[src/rtl/core/hrpl_pkg.sv]
// ----------------------------------------------------------------------------
// hrpl_pkg: shared definitions for the hex record page loader
// Event codes, field widths and the hex digit decoder used by the parser.
// ----------------------------------------------------------------------------
package hrpl_pkg;

  localparam int DefaultPageBytes = 256;

  localparam int CharWidth  = 8;
  localparam int EventWidth = 3;
  localparam int AddrWidth  = 32;
  localparam int DataWidth  = 8;
  localparam int PageWidth  = 24;

  typedef logic [EventWidth-1:0] event_t;

  localparam event_t EV_NONE      = 3'd0;
  localparam event_t EV_DATA      = 3'd1;
  localparam event_t EV_EOF       = 3'd2;
  localparam event_t EV_BAD_MARK  = 3'd3;
  localparam event_t EV_CSUM_FAIL = 3'd4;

  localparam logic [7:0] CHAR_MARK = 8'h3A;

  localparam logic [7:0] KIND_DATA    = 8'h00;
  localparam logic [7:0] KIND_EOF     = 8'h01;
  localparam logic [7:0] KIND_SEGMENT = 8'h02;
  localparam logic [7:0] KIND_LINEAR  = 8'h04;

  // Value of a hex digit; any other character stands for its own code.
  function automatic logic [7:0] hex_digit(input logic [7:0] c);
    logic [7:0] v;
    if (c >= 8'h30 && c <= 8'h39) begin
      v = c - 8'h30;
    end else if (c >= 8'h61 && c <= 8'h66) begin
      v = c - 8'h57;
    end else if (c >= 8'h41 && c <= 8'h46) begin
      v = c - 8'h37;
    end else begin
      v = c;
    end
    return v;
  endfunction

endpackage

[src/rtl/core/hrpl_char_if.sv]
// ----------------------------------------------------------------------------
// hrpl_char_if: character channel
// Carries one received character per transaction under valid and ready.
// ----------------------------------------------------------------------------
interface hrpl_char_if;
  logic       valid;
  logic       ready;
  logic [7:0] char_in;

  modport source (output valid, output char_in, input ready);
  modport sink   (input valid, input char_in, output ready);
endinterface

[src/rtl/core/hrpl_res_if.sv]
// ----------------------------------------------------------------------------
// hrpl_res_if: result channel
// Carries one parse result per transaction under valid and ready.
// ----------------------------------------------------------------------------
interface hrpl_res_if;
  logic        valid;
  logic        ready;
  logic [2:0]  event_res;
  logic [31:0] byte_addr;
  logic [7:0]  byte_data;
  logic        commit;
  logic [23:0] commit_page;

  modport source (output valid, output event_res, output byte_addr, output byte_data,
                  output commit, output commit_page, input ready);
  modport sink   (input valid, input event_res, input byte_addr, input byte_data,
                  input commit, input commit_page, output ready);
endinterface

[src/rtl/core/hrpl_in_reg.sv]
// ----------------------------------------------------------------------------
// hrpl_in_reg: input register stage
// Registers each incoming character and passes it on when the parser can take it.
// ----------------------------------------------------------------------------
module hrpl_in_reg
  import hrpl_pkg::*;
(
  input  logic clk,
  input  logic rst,
  hrpl_char_if.sink   up,
  hrpl_char_if.source down
);

  logic                 held_valid;
  logic [CharWidth-1:0] held_char;

  assign up.ready     = !held_valid || down.ready;
  assign down.valid   = held_valid;
  assign down.char_in = held_char;

  always_ff @(posedge clk) begin
    if (rst) begin
      held_valid <= 1'b0;
    end else if (up.ready) begin
      held_valid <= up.valid;
    end
    if (up.valid && up.ready) begin
      held_char <= up.char_in;
    end
  end

endmodule

[src/rtl/core/hrpl_parser.sv]
// ----------------------------------------------------------------------------
// hrpl_parser: record parser and result register
// Walks the record fields one character at a time and registers one result per character.
// ----------------------------------------------------------------------------
module hrpl_parser
  import hrpl_pkg::*;
#(
  parameter int PAGE_BYTES = DefaultPageBytes
) (
  input  logic clk,
  input  logic rst,
  hrpl_char_if.sink  chars,
  hrpl_res_if.source results
);

  localparam int PageShift = $clog2(PAGE_BYTES);

  typedef enum logic [2:0] {
    PH_MARK, PH_LEN, PH_OFF, PH_TYPE, PH_DATA, PH_CSUM, PH_END, PH_HALT
  } phase_t;

  phase_t                phase;
  logic                  nibble_pending;
  logic [3:0]            high_nibble;
  logic [7:0]            field_count;
  logic [7:0]            record_length;
  logic [7:0]            running_sum;
  logic [7:0]            record_kind;
  logic [15:0]           load_offset;
  logic [AddrWidth-1:0]  base_address;
  logic [AddrWidth-1:0]  next_address;
  logic [AddrWidth-1:0]  last_address;
  logic                  page_dirty;

  logic                  res_valid;
  event_t                res_event;
  logic [AddrWidth-1:0]  res_addr;
  logic [DataWidth-1:0]  res_data;
  logic                  res_commit;
  logic [PageWidth-1:0]  res_page;

  logic                  take;
  logic [7:0]            digit;
  logic [7:0]            byte_val;
  logic [7:0]            sum_next;
  logic [7:0]            count_inc;
  logic [PageWidth-1:0]  last_page;
  logic                  page_change;

  function automatic logic [PageWidth-1:0] page_of(input logic [AddrWidth-1:0] a);
    logic [AddrWidth-1:0] s;
    s = a >> PageShift;
    return s[PageWidth-1:0];
  endfunction

  assign chars.ready = !res_valid || results.ready;
  assign take        = chars.valid && chars.ready;

  assign digit       = hex_digit(chars.char_in);
  assign byte_val    = {high_nibble, 4'b0000} + digit;
  assign sum_next    = running_sum + byte_val;
  assign count_inc   = field_count + 8'd1;
  assign last_page   = page_of(last_address);
  assign page_change = page_dirty && (page_of(next_address) != last_page);

  assign results.valid       = res_valid;
  assign results.event_res   = res_event;
  assign results.byte_addr   = res_addr;
  assign results.byte_data   = res_data;
  assign results.commit      = res_commit;
  assign results.commit_page = res_page;

  always_ff @(posedge clk) begin
    if (rst) begin
      phase          <= PH_MARK;
      nibble_pending <= 1'b0;
      field_count    <= 8'd0;
      base_address   <= '0;
      page_dirty     <= 1'b0;
      res_valid      <= 1'b0;
    end else begin
      if (take) begin
        res_valid <= 1'b1;
      end else if (results.ready) begin
        res_valid <= 1'b0;
      end

      if (take) begin
        res_event  <= EV_NONE;
        res_addr   <= '0;
        res_data   <= '0;
        res_commit <= 1'b0;
        res_page   <= '0;

        unique case (phase)
          PH_MARK: begin
            if (chars.char_in == CHAR_MARK) begin
              phase          <= PH_LEN;
              nibble_pending <= 1'b0;
              running_sum    <= 8'd0;
              field_count    <= 8'd0;
            end else begin
              res_event <= EV_BAD_MARK;
              phase     <= PH_HALT;
            end
          end

          PH_LEN, PH_OFF, PH_TYPE, PH_DATA, PH_CSUM: begin
            if (!nibble_pending) begin
              high_nibble    <= digit[3:0];
              nibble_pending <= 1'b1;
            end else begin
              nibble_pending <= 1'b0;
              case (phase)
                PH_LEN: begin
                  record_length <= byte_val;
                  running_sum   <= sum_next;
                  field_count   <= 8'd0;
                  phase         <= PH_OFF;
                end
                PH_OFF: begin
                  running_sum <= sum_next;
                  if (field_count == 8'd0) begin
                    load_offset <= {byte_val, 8'h00};
                    field_count <= 8'd1;
                  end else begin
                    load_offset <= {load_offset[15:8], byte_val};
                    field_count <= 8'd0;
                    phase       <= PH_TYPE;
                  end
                end
                PH_TYPE: begin
                  record_kind <= byte_val;
                  running_sum <= sum_next;
                  if (byte_val == KIND_EOF) begin
                    // End of file flushes the page still being gathered.
                    res_event  <= EV_EOF;
                    res_commit <= page_dirty;
                    res_page   <= page_dirty ? last_page : '0;
                    page_dirty <= 1'b0;
                    phase      <= PH_HALT;
                  end else begin
                    next_address <= base_address + {16'h0000, load_offset};
                    field_count  <= 8'd0;
                    phase        <= (record_length != 8'd0) ? PH_DATA : PH_CSUM;
                  end
                end
                PH_DATA: begin
                  running_sum <= sum_next;
                  if (record_kind == KIND_DATA) begin
                    // A byte outside the buffered page commits that page first.
                    if (page_change) begin
                      res_commit <= 1'b1;
                      res_page   <= last_page;
                    end
                    page_dirty   <= 1'b1;
                    last_address <= next_address;
                    next_address <= next_address + 32'd1;
                    res_event    <= EV_DATA;
                    res_addr     <= next_address;
                    res_data     <= byte_val;
                  end else if (record_kind == KIND_SEGMENT) begin
                    if (field_count == 8'd0) begin
                      base_address <= {12'h000, byte_val, 12'h000};
                    end else if (field_count == 8'd1) begin
                      base_address <= base_address | {20'h00000, byte_val, 4'h0};
                    end
                  end else if (record_kind == KIND_LINEAR) begin
                    if (field_count == 8'd0) begin
                      base_address <= {byte_val, 24'h000000};
                    end else if (field_count == 8'd1) begin
                      base_address <= base_address | {8'h00, byte_val, 16'h0000};
                    end
                  end
                  if (count_inc >= record_length) begin
                    field_count <= 8'd0;
                    phase       <= PH_CSUM;
                  end else begin
                    field_count <= count_inc;
                  end
                end
                PH_CSUM: begin
                  if (sum_next != 8'd0) begin
                    res_event <= EV_CSUM_FAIL;
                    phase     <= PH_HALT;
                  end else begin
                    field_count <= 8'd0;
                    phase       <= PH_END;
                  end
                end
                default: begin
                end
              endcase
            end
          end

          PH_END: begin
            if (field_count == 8'd0) begin
              field_count <= 8'd1;
            end else begin
              field_count <= 8'd0;
              phase       <= PH_MARK;
            end
          end

          PH_HALT: begin
          end

          default: begin
          end
        endcase
      end
    end
  end

endmodule

[src/rtl/core/hex_record_page_loader.sv]
// ----------------------------------------------------------------------------
// hex_record_page_loader: hex record parser feeding a paged flash writer
// Parses hex records one character per transaction and reports data bytes,
// their absolute addresses and the moments at which a page must be written.
// ----------------------------------------------------------------------------
// The chars channel takes one received character per transaction. The
// results channel returns exactly one result per character: an event code,
// the address and value of a data byte, and a commit flag with the index of
// the page that is due for programming.
// A character passes through an input register and is then parsed into the
// result register, from which its result is offered on the results channel.
// While the receiver of results keeps ready high, both stages move every
// cycle, so one character per cycle is sustained; the parser state update
// between the two registers is the only work on that path.
// When the receiver of results stalls, the result register holds its
// transaction and the input register fills; a character is still taken
// while a finished result waits, and ready falls only when both are full.
// Reset clears both stages and returns the parser to waiting for a record
// mark with no page buffered and a zero base address. A bad mark, a failed
// checksum or the end-of-file record halts parsing until the next reset;
// later characters are still accepted and each gives an empty result.
// ----------------------------------------------------------------------------
module hex_record_page_loader
  import hrpl_pkg::*;
#(
  parameter int PAGE_BYTES = DefaultPageBytes
) (
  input  logic clk,
  input  logic rst,
  hrpl_char_if.sink  chars,
  hrpl_res_if.source results
);

  // Registered character handed from the input stage to the parser.
  hrpl_char_if held ();

  hrpl_in_reg u_in_reg (
    .clk  (clk),
    .rst  (rst),
    .up   (chars),
    .down (held)
  );

  // Parser state and the result register share one stage.
  hrpl_parser #(
    .PAGE_BYTES (PAGE_BYTES)
  ) u_parser (
    .clk     (clk),
    .rst     (rst),
    .chars   (held),
    .results (results)
  );

endmodule

[src/flat_wrapper.sv]
// flat-port wrapper written by rule: the top's interface ports become plain ports
module hex_record_page_loader_flat import hrpl_pkg::*;
#(
  parameter int PAGE_BYTES = DefaultPageBytes
)
  (clk, rst, chars_valid, chars_char_in, chars_ready, results_valid, results_event_res, results_byte_addr, results_byte_data, results_commit, results_commit_page, results_ready);
  hrpl_char_if chars_i ();
  hrpl_res_if results_i ();
  input  logic clk;
  input  logic rst;
  input wire logic [$bits(chars_i.valid)-1:0] chars_valid;
  input wire logic [$bits(chars_i.char_in)-1:0] chars_char_in;
  output wire logic [$bits(chars_i.ready)-1:0] chars_ready;
  output wire logic [$bits(results_i.valid)-1:0] results_valid;
  output wire logic [$bits(results_i.event_res)-1:0] results_event_res;
  output wire logic [$bits(results_i.byte_addr)-1:0] results_byte_addr;
  output wire logic [$bits(results_i.byte_data)-1:0] results_byte_data;
  output wire logic [$bits(results_i.commit)-1:0] results_commit;
  output wire logic [$bits(results_i.commit_page)-1:0] results_commit_page;
  input wire logic [$bits(results_i.ready)-1:0] results_ready;
  assign chars_i.valid = chars_valid;
  assign chars_i.char_in = chars_char_in;
  assign chars_ready = chars_i.ready;
  assign results_valid = results_i.valid;
  assign results_event_res = results_i.event_res;
  assign results_byte_addr = results_i.byte_addr;
  assign results_byte_data = results_i.byte_data;
  assign results_commit = results_i.commit;
  assign results_commit_page = results_i.commit_page;
  assign results_i.ready = results_ready;
  hex_record_page_loader #(.PAGE_BYTES(PAGE_BYTES)) u_core (.clk(clk), .rst(rst), .chars(chars_i), .results(results_i));
endmodule
[config.mk]
export PLATFORM = sky130hd
export DESIGN_NAME = hex_record_page_loader_flat
export DESIGN_NICKNAME = d
export VERILOG_FILES = /design/src/rtl/core/hrpl_pkg.sv /design/src/rtl/core/hrpl_char_if.sv /design/src/rtl/core/hrpl_res_if.sv /design/src/rtl/core/hrpl_in_reg.sv /design/src/rtl/core/hrpl_parser.sv /design/src/rtl/core/hex_record_page_loader.sv /design/src/flat_wrapper.sv
export SDC_FILE = /design/constraint.sdc
export NUM_CORES = 1
export LEC_CHECK = 0
export BUFFER_PORTS_ARGS = -buffer_cell sky130_fd_sc_hd__buf_4
export CAP_MARGIN = 5
export CORE_ASPECT_RATIO = 2
export CORE_MARGIN = 2
export CORE_UTILIZATION = 60
export CTS_BUF_LIST = sky130_fd_sc_hd__clkbuf_2 sky130_fd_sc_hd__clkbuf_4 sky130_fd_sc_hd__clkbuf_8
export DETAILED_ROUTE_END_ITERATION = 10
export GPL_TIMING_DRIVEN = 0
export PLACE_DENSITY = 0.87
export SLEW_MARGIN = 10
export SYNTH_ARGS = -nofsm -noshare
export SYNTH_HDL_FRONTEND = slang
export SYNTH_HIERARCHICAL = 1
export SYNTH_SLANG_ARGS = --single-unit
export TNS_END_PERCENT = 5
[constraint.sdc]
create_clock -name clk -period 7.05 [get_ports clk]
set_input_delay 0.705 -clock clk [delete_from_list [all_inputs] [get_ports clk]]
set_output_delay 0.705 -clock clk [all_outputs]
set_load 0.01 [all_outputs]
==> results.md <==
* Cell count after placement at 1263
* Met2 usage at 47.50%
* Max FO, Critical Path at 9
* I/O pin count at 82
* Outcome: finished, final reports clean
* Overall routing resource usage at roughly a quarter
* Slew headroom at between 10 and 15%
* Maximum buffer depth of the clock tree at 3
* Proportion of synthesized flip-flops having asynchronous set or reset at 0%
* Number of vias per cell after detailed routing at 5.929
* Slew of the pin with the lowest slew margin at about 1.3 ns
* Worst path required time at 7.46 ns
* VDD IR-drop max at 0.1739 mV
* Total number of clock tree sinks at 219
* Proportion of synthesized chip area in sequential cells at between 50% and 60%
* Row count at 69
* Non-filler cells, final at about 1300
* Wire length of the first global-routing pass at 38180 um
* CP Buf/Inv Count at 3
* Ratio of cells with drive above 1 in the final layout at about 15%
* Max-capacitance violation count at 0
* Final Max Tran Viols at 0
* Pin count of the biggest net entering global routing at 31
* Hold/Removal Path Class: in2reg
* Cell with the biggest individual delay on the critical path: xor2_1
* Relative contribution of the clock network to total power at 33.0%
* Final nets at between 1000 and 1500
* Internal power at between 2 and 2.5 mW
* Sum of negative setup slack at 0 ns
* Ranking of synthesized cells by area: edfxtp_1, dfxtp_1, ha_1, and2_1, xor2_1
* Arrival time of the worst setup path at a little under 7 ns
* Total net switching power at 0.7019 mW
* Count of yosys warnings during synthesis at 6
* Largest stage delay on the critical path at 0.63 ns
* Grt peak-use layer: met2
* Met1 routing resource usage after global routing at around 23%
* Buffers on Ports at just over 80
* Hold violation count in the final report at 0
* Detailed Route Iter0 Violations at roughly 490
* Number of antenna violations at the first check in global routing at 0
* Vias in the first global route at 7920
* Number of nets still failing antenna checks after routing at 0
* Drt total wl at about 24000 um
* DP Wirelength at roughly 18000 um
* Number of register bits inferred by synthesis at between 200 and 250
* Setup Buffers After CTS at 0
* Switch share at between 20% and 30%
* Pwr dens at ~220 nW/um2
* Nature of the critical path endpoint: flip-flop
* Fraction of power consumed by combinational cells at 13.8%
* Number of flops mapped to enable cells by yosys at about 180
* Vertical extent of the die at 194.5 um
* Number of cells produced by synthesis at a little under 1000
* Fraction of synthesized cell area taken by the top area cell type at about half
* CP Launch Type: flip-flop
* Post-cts resize count at 0
* Final Critical Period at about 6.3 ns
* Number of setup violations in the final report at 0
* Share of total power in sequential cells at between 50% and 60%
* Placed Area at 11890 um2
* Finished layout cell area at roughly 12000 um2
* CTS tree: done
* Seq. cell area at about 6100 um2
* Predominant post-synthesis flop cell: edfxtp_1
* Vias at approximately 7800
* Area of the multi-input gates at 4473 um2
* Overflow left after global routing at 0
* Antenna Diode Count at 0
* RSZ-0062 raised after global routing: no
* Total nets after synthesis at 1020
* Weighted congestion at the end of routability-driven global placement at slightly below 1
* Count of hold-fix buffers inserted at cts at 0
* Met3 GRT Util at ~4%
* Highest clock frequency the design can meet at about 0.16 GHz
* Clock slew seen by the registers of the worst setup and hold paths at approximately 0.06 ns
* Layout filler cell count at 1255
* Max Clock Skew at approximately 0.011 ns
* Critical path start-end classification: reg2reg
* Starting utilization of the core area at between 60% and 70%
* Cell accounting for the most synthesized area: edfxtp_1
* First-pass iteration count of the detailed router at 6
* Netlist area before placement at between 10000 and 15000 um2
* Clock tree root driver cell: clkbuf_8
* Gate family responsible for the most delay along the worst path: compound AO/OA/AOI/OAI gates
* H-tree levels at 1
* Post-synthesis to final-layout area growth at 14.19%
* Average cell area after synthesis at ~11 um2
* Die boundary width at roughly 99 um
* Core Region at about 18000 um2
* Routed wire per std cell at 18.08 um
* CTS Buf Count at 29
* Number of distinct library cell variants in the gate-level netlist after synthesis at roughly 70
* Floorplan die area at between 15000 and 20000 um2
* Total DRC errors in the routed layout at 0
* Period utilisation layout at between 80% and 90%
* Fin worst setup slack at approximately 0.72 ns
* Clock latency reported for the late side of the worst-skew pair at ~0.55 ns
* Post-placement setup slack at between 0.8 and 0.9 ns
* Leakage at between 4 and 5 nW
* Cell-by-cell trace of the critical path: inv_1, ha_1, or4b_1, o221ai_1, o21ai_1, nand2_1, nand2_1, xnor2_1, ha_1, inv_1, fa_1, xor2_1, inv_1, ha_1, a2111oi_0, nor3_1, xnor3_2, a21oi_1, o311ai_0, o31ai_1
* Post-route worst hold slack at roughly 0.32 ns
[routing by layer]
metal  vias to the layer above  wire length [um]
li1                       3705                 -
met1                      3669              7586
met2                       304             13120
met3                       119              1203
met4                         0              1858
met5                         -                 0
[cells in the final DEF, fill, tap and decap left out, types with 4 or more instances in the layout]
| master | Yosys | layout |
|---|---|---|
| clkbuf_1 | 22 | 22 |
| nand2b_1 | 8 | 8 |
| ha_1 | 43 | 43 |
| nor2b_1 | 7 | 7 |
| nand2_1 | 79 | 79 |
| nand4_1 | 21 | 21 |
| clkbuf_8 | 6 | 37 |
| dfxtp_1 | 43 | 43 |
| o21bai_1 | 5 | 5 |
| edfxtp_1 | 176 | 176 |
| buf_4 | 0 | 83 |
| clkinv_2 | 0 | 5 |
| inv_1 | 31 | 31 |
| o21ai_0 | 34 | 34 |
| clkbuf_4 | 0 | 9 |
| clkinv_1 | 0 | 7 |
| and4_1 | 4 | 4 |
| o21a_1 | 4 | 4 |
| nor2_1 | 90 | 89 |
| a211oi_1 | 4 | 4 |
| xnor2_1 | 47 | 45 |
| and3_1 | 9 | 9 |
| nand3_1 | 22 | 22 |
| and2_1 | 74 | 74 |
| a21oi_1 | 57 | 57 |
| nor4_1 | 10 | 10 |
| a22oi_1 | 14 | 14 |
| nor3_1 | 24 | 23 |
| a21o_1 | 6 | 6 |
| o22ai_1 | 4 | 4 |
| xor2_1 | 50 | 50 |
| o211ai_1 | 4 | 4 |
[worst register-to-register path, stage by stage, from the launching register on]
cell       delay, ns
edfxtp_1        0.50
inv_1           0.14
ha_1            0.22
or4b_1          0.60
o221ai_1        0.46
o21ai_1         0.42
nand2_1         0.16
nand2_1         0.08
xnor2_1         0.13
ha_1            0.19
inv_1           0.05
fa_1            0.37
xor2_1          0.63
inv_1           0.40
ha_1            0.33
a2111oi_0       0.37
nor3_1          0.12
xnor3_2         0.25
a21oi_1         0.16
o311ai_0        0.46
o31ai_1         0.13
[per-stage QoR]
| stage | power (mW) | util (%) |
|---|---|---|
| global route | 2.818 | 69.92 |
| global placement | 1.828 | 66.15 |
| CTS | 2.727 | 69.92 |
| finish | 2.713 | 69.92 |
| detailed placement | 1.838 | 66.86 |
| floorplan | 1.719 | - |
[power by group through the flow]
stage	registers, mW	logic (mW)	clock network [mW]
detailed placement	1.47	0.366	0
CTS	1.44	0.369	0.914
global placement	1.47	0.354	0
global route	1.45	0.412	0.960
finish	1.44	0.374	0.895
floorplan	1.48	0.243	0
[final cells by class]
type | instances | area share [%]
flip-flops and latches | 219 | 49.42
multi-input cells | 682 | 35.97
repair buffers | 87 | 5.644
clock buffers | 40 | 3.974
well taps | 213 | 2.143
plain buffers | 30 | 1.449
inverters | 32 | 0.9860
clock inverters | 12 | 0.4125
[state kept, by name, indices dropped and copies added (netlist names), 3 cells and up]
name                                 flops
u_core/u_parser/last_address            24
u_core/u_parser/results.commit_page     24
u_core/u_parser/running_sum              8
u_core/u_parser/results.byte_data        8
u_core/u_parser/high_nibble              4
u_core/u_parser/record_kind              8
u_core/u_parser/next_address            32
u_core/u_parser/base_address            28
u_core/u_parser/record_length            8
u_core/u_in_reg/down.char_in             8
u_core/u_parser/results.byte_addr       32
u_core/u_parser/load_offset             16
u_core/u_parser/results.event_res        3
u_core/u_parser/phase                    3
u_core/u_parser/field_count              8
[worst paths after layout]
path                                         start                          endpoint  slack [ns]  cells past startpoint
hold reg to reg   u_core/u_parser/next_address[12]  u_core/u_parser/last_address[12]        0.46                      0
hold / removal                                 rst        u_core/u_in_reg/down.valid        0.32                      2
setup reg to reg   u_core/u_in_reg/down.char_in[1]    u_core/u_parser/field_count[3]        0.72                     20
setup / recovery   u_core/u_in_reg/down.char_in[1]    u_core/u_parser/field_count[3]        0.72                     20
[cell usage after synthesis, types with 7 or more instances]
cell	count
edfxtp_1	176
nor2_1	90
nand2_1	79
and2_1	74
a21oi_1	57
xor2_1	50
xnor2_1	47
dfxtp_1	43
ha_1	43
o21ai_0	34
inv_1	31
nor3_1	24
clkbuf_1	22
nand3_1	22
nand4_1	21
a22oi_1	14
nor4_1	10
and3_1	9
nand2b_1	8
nor2b_1	7
[cell families (layout without fill, tap and decap cells)]
kind of cell / Yosys count / count (layout) / synth area share [%]
flops: 219 / 219 / 56.43
simple gates: 372 / 372 / 17.54
xor+xnor: 98 / 98 / 8.019
mux: 4 / 4 / 0.3791
buf+inv: 62 / 201 / 2.780
compound gates: 163 / 163 / 9.536
fa+ha+maj: 45 / 45 / 5.308
Note: power is estimated with default switching activity, not from simulation.
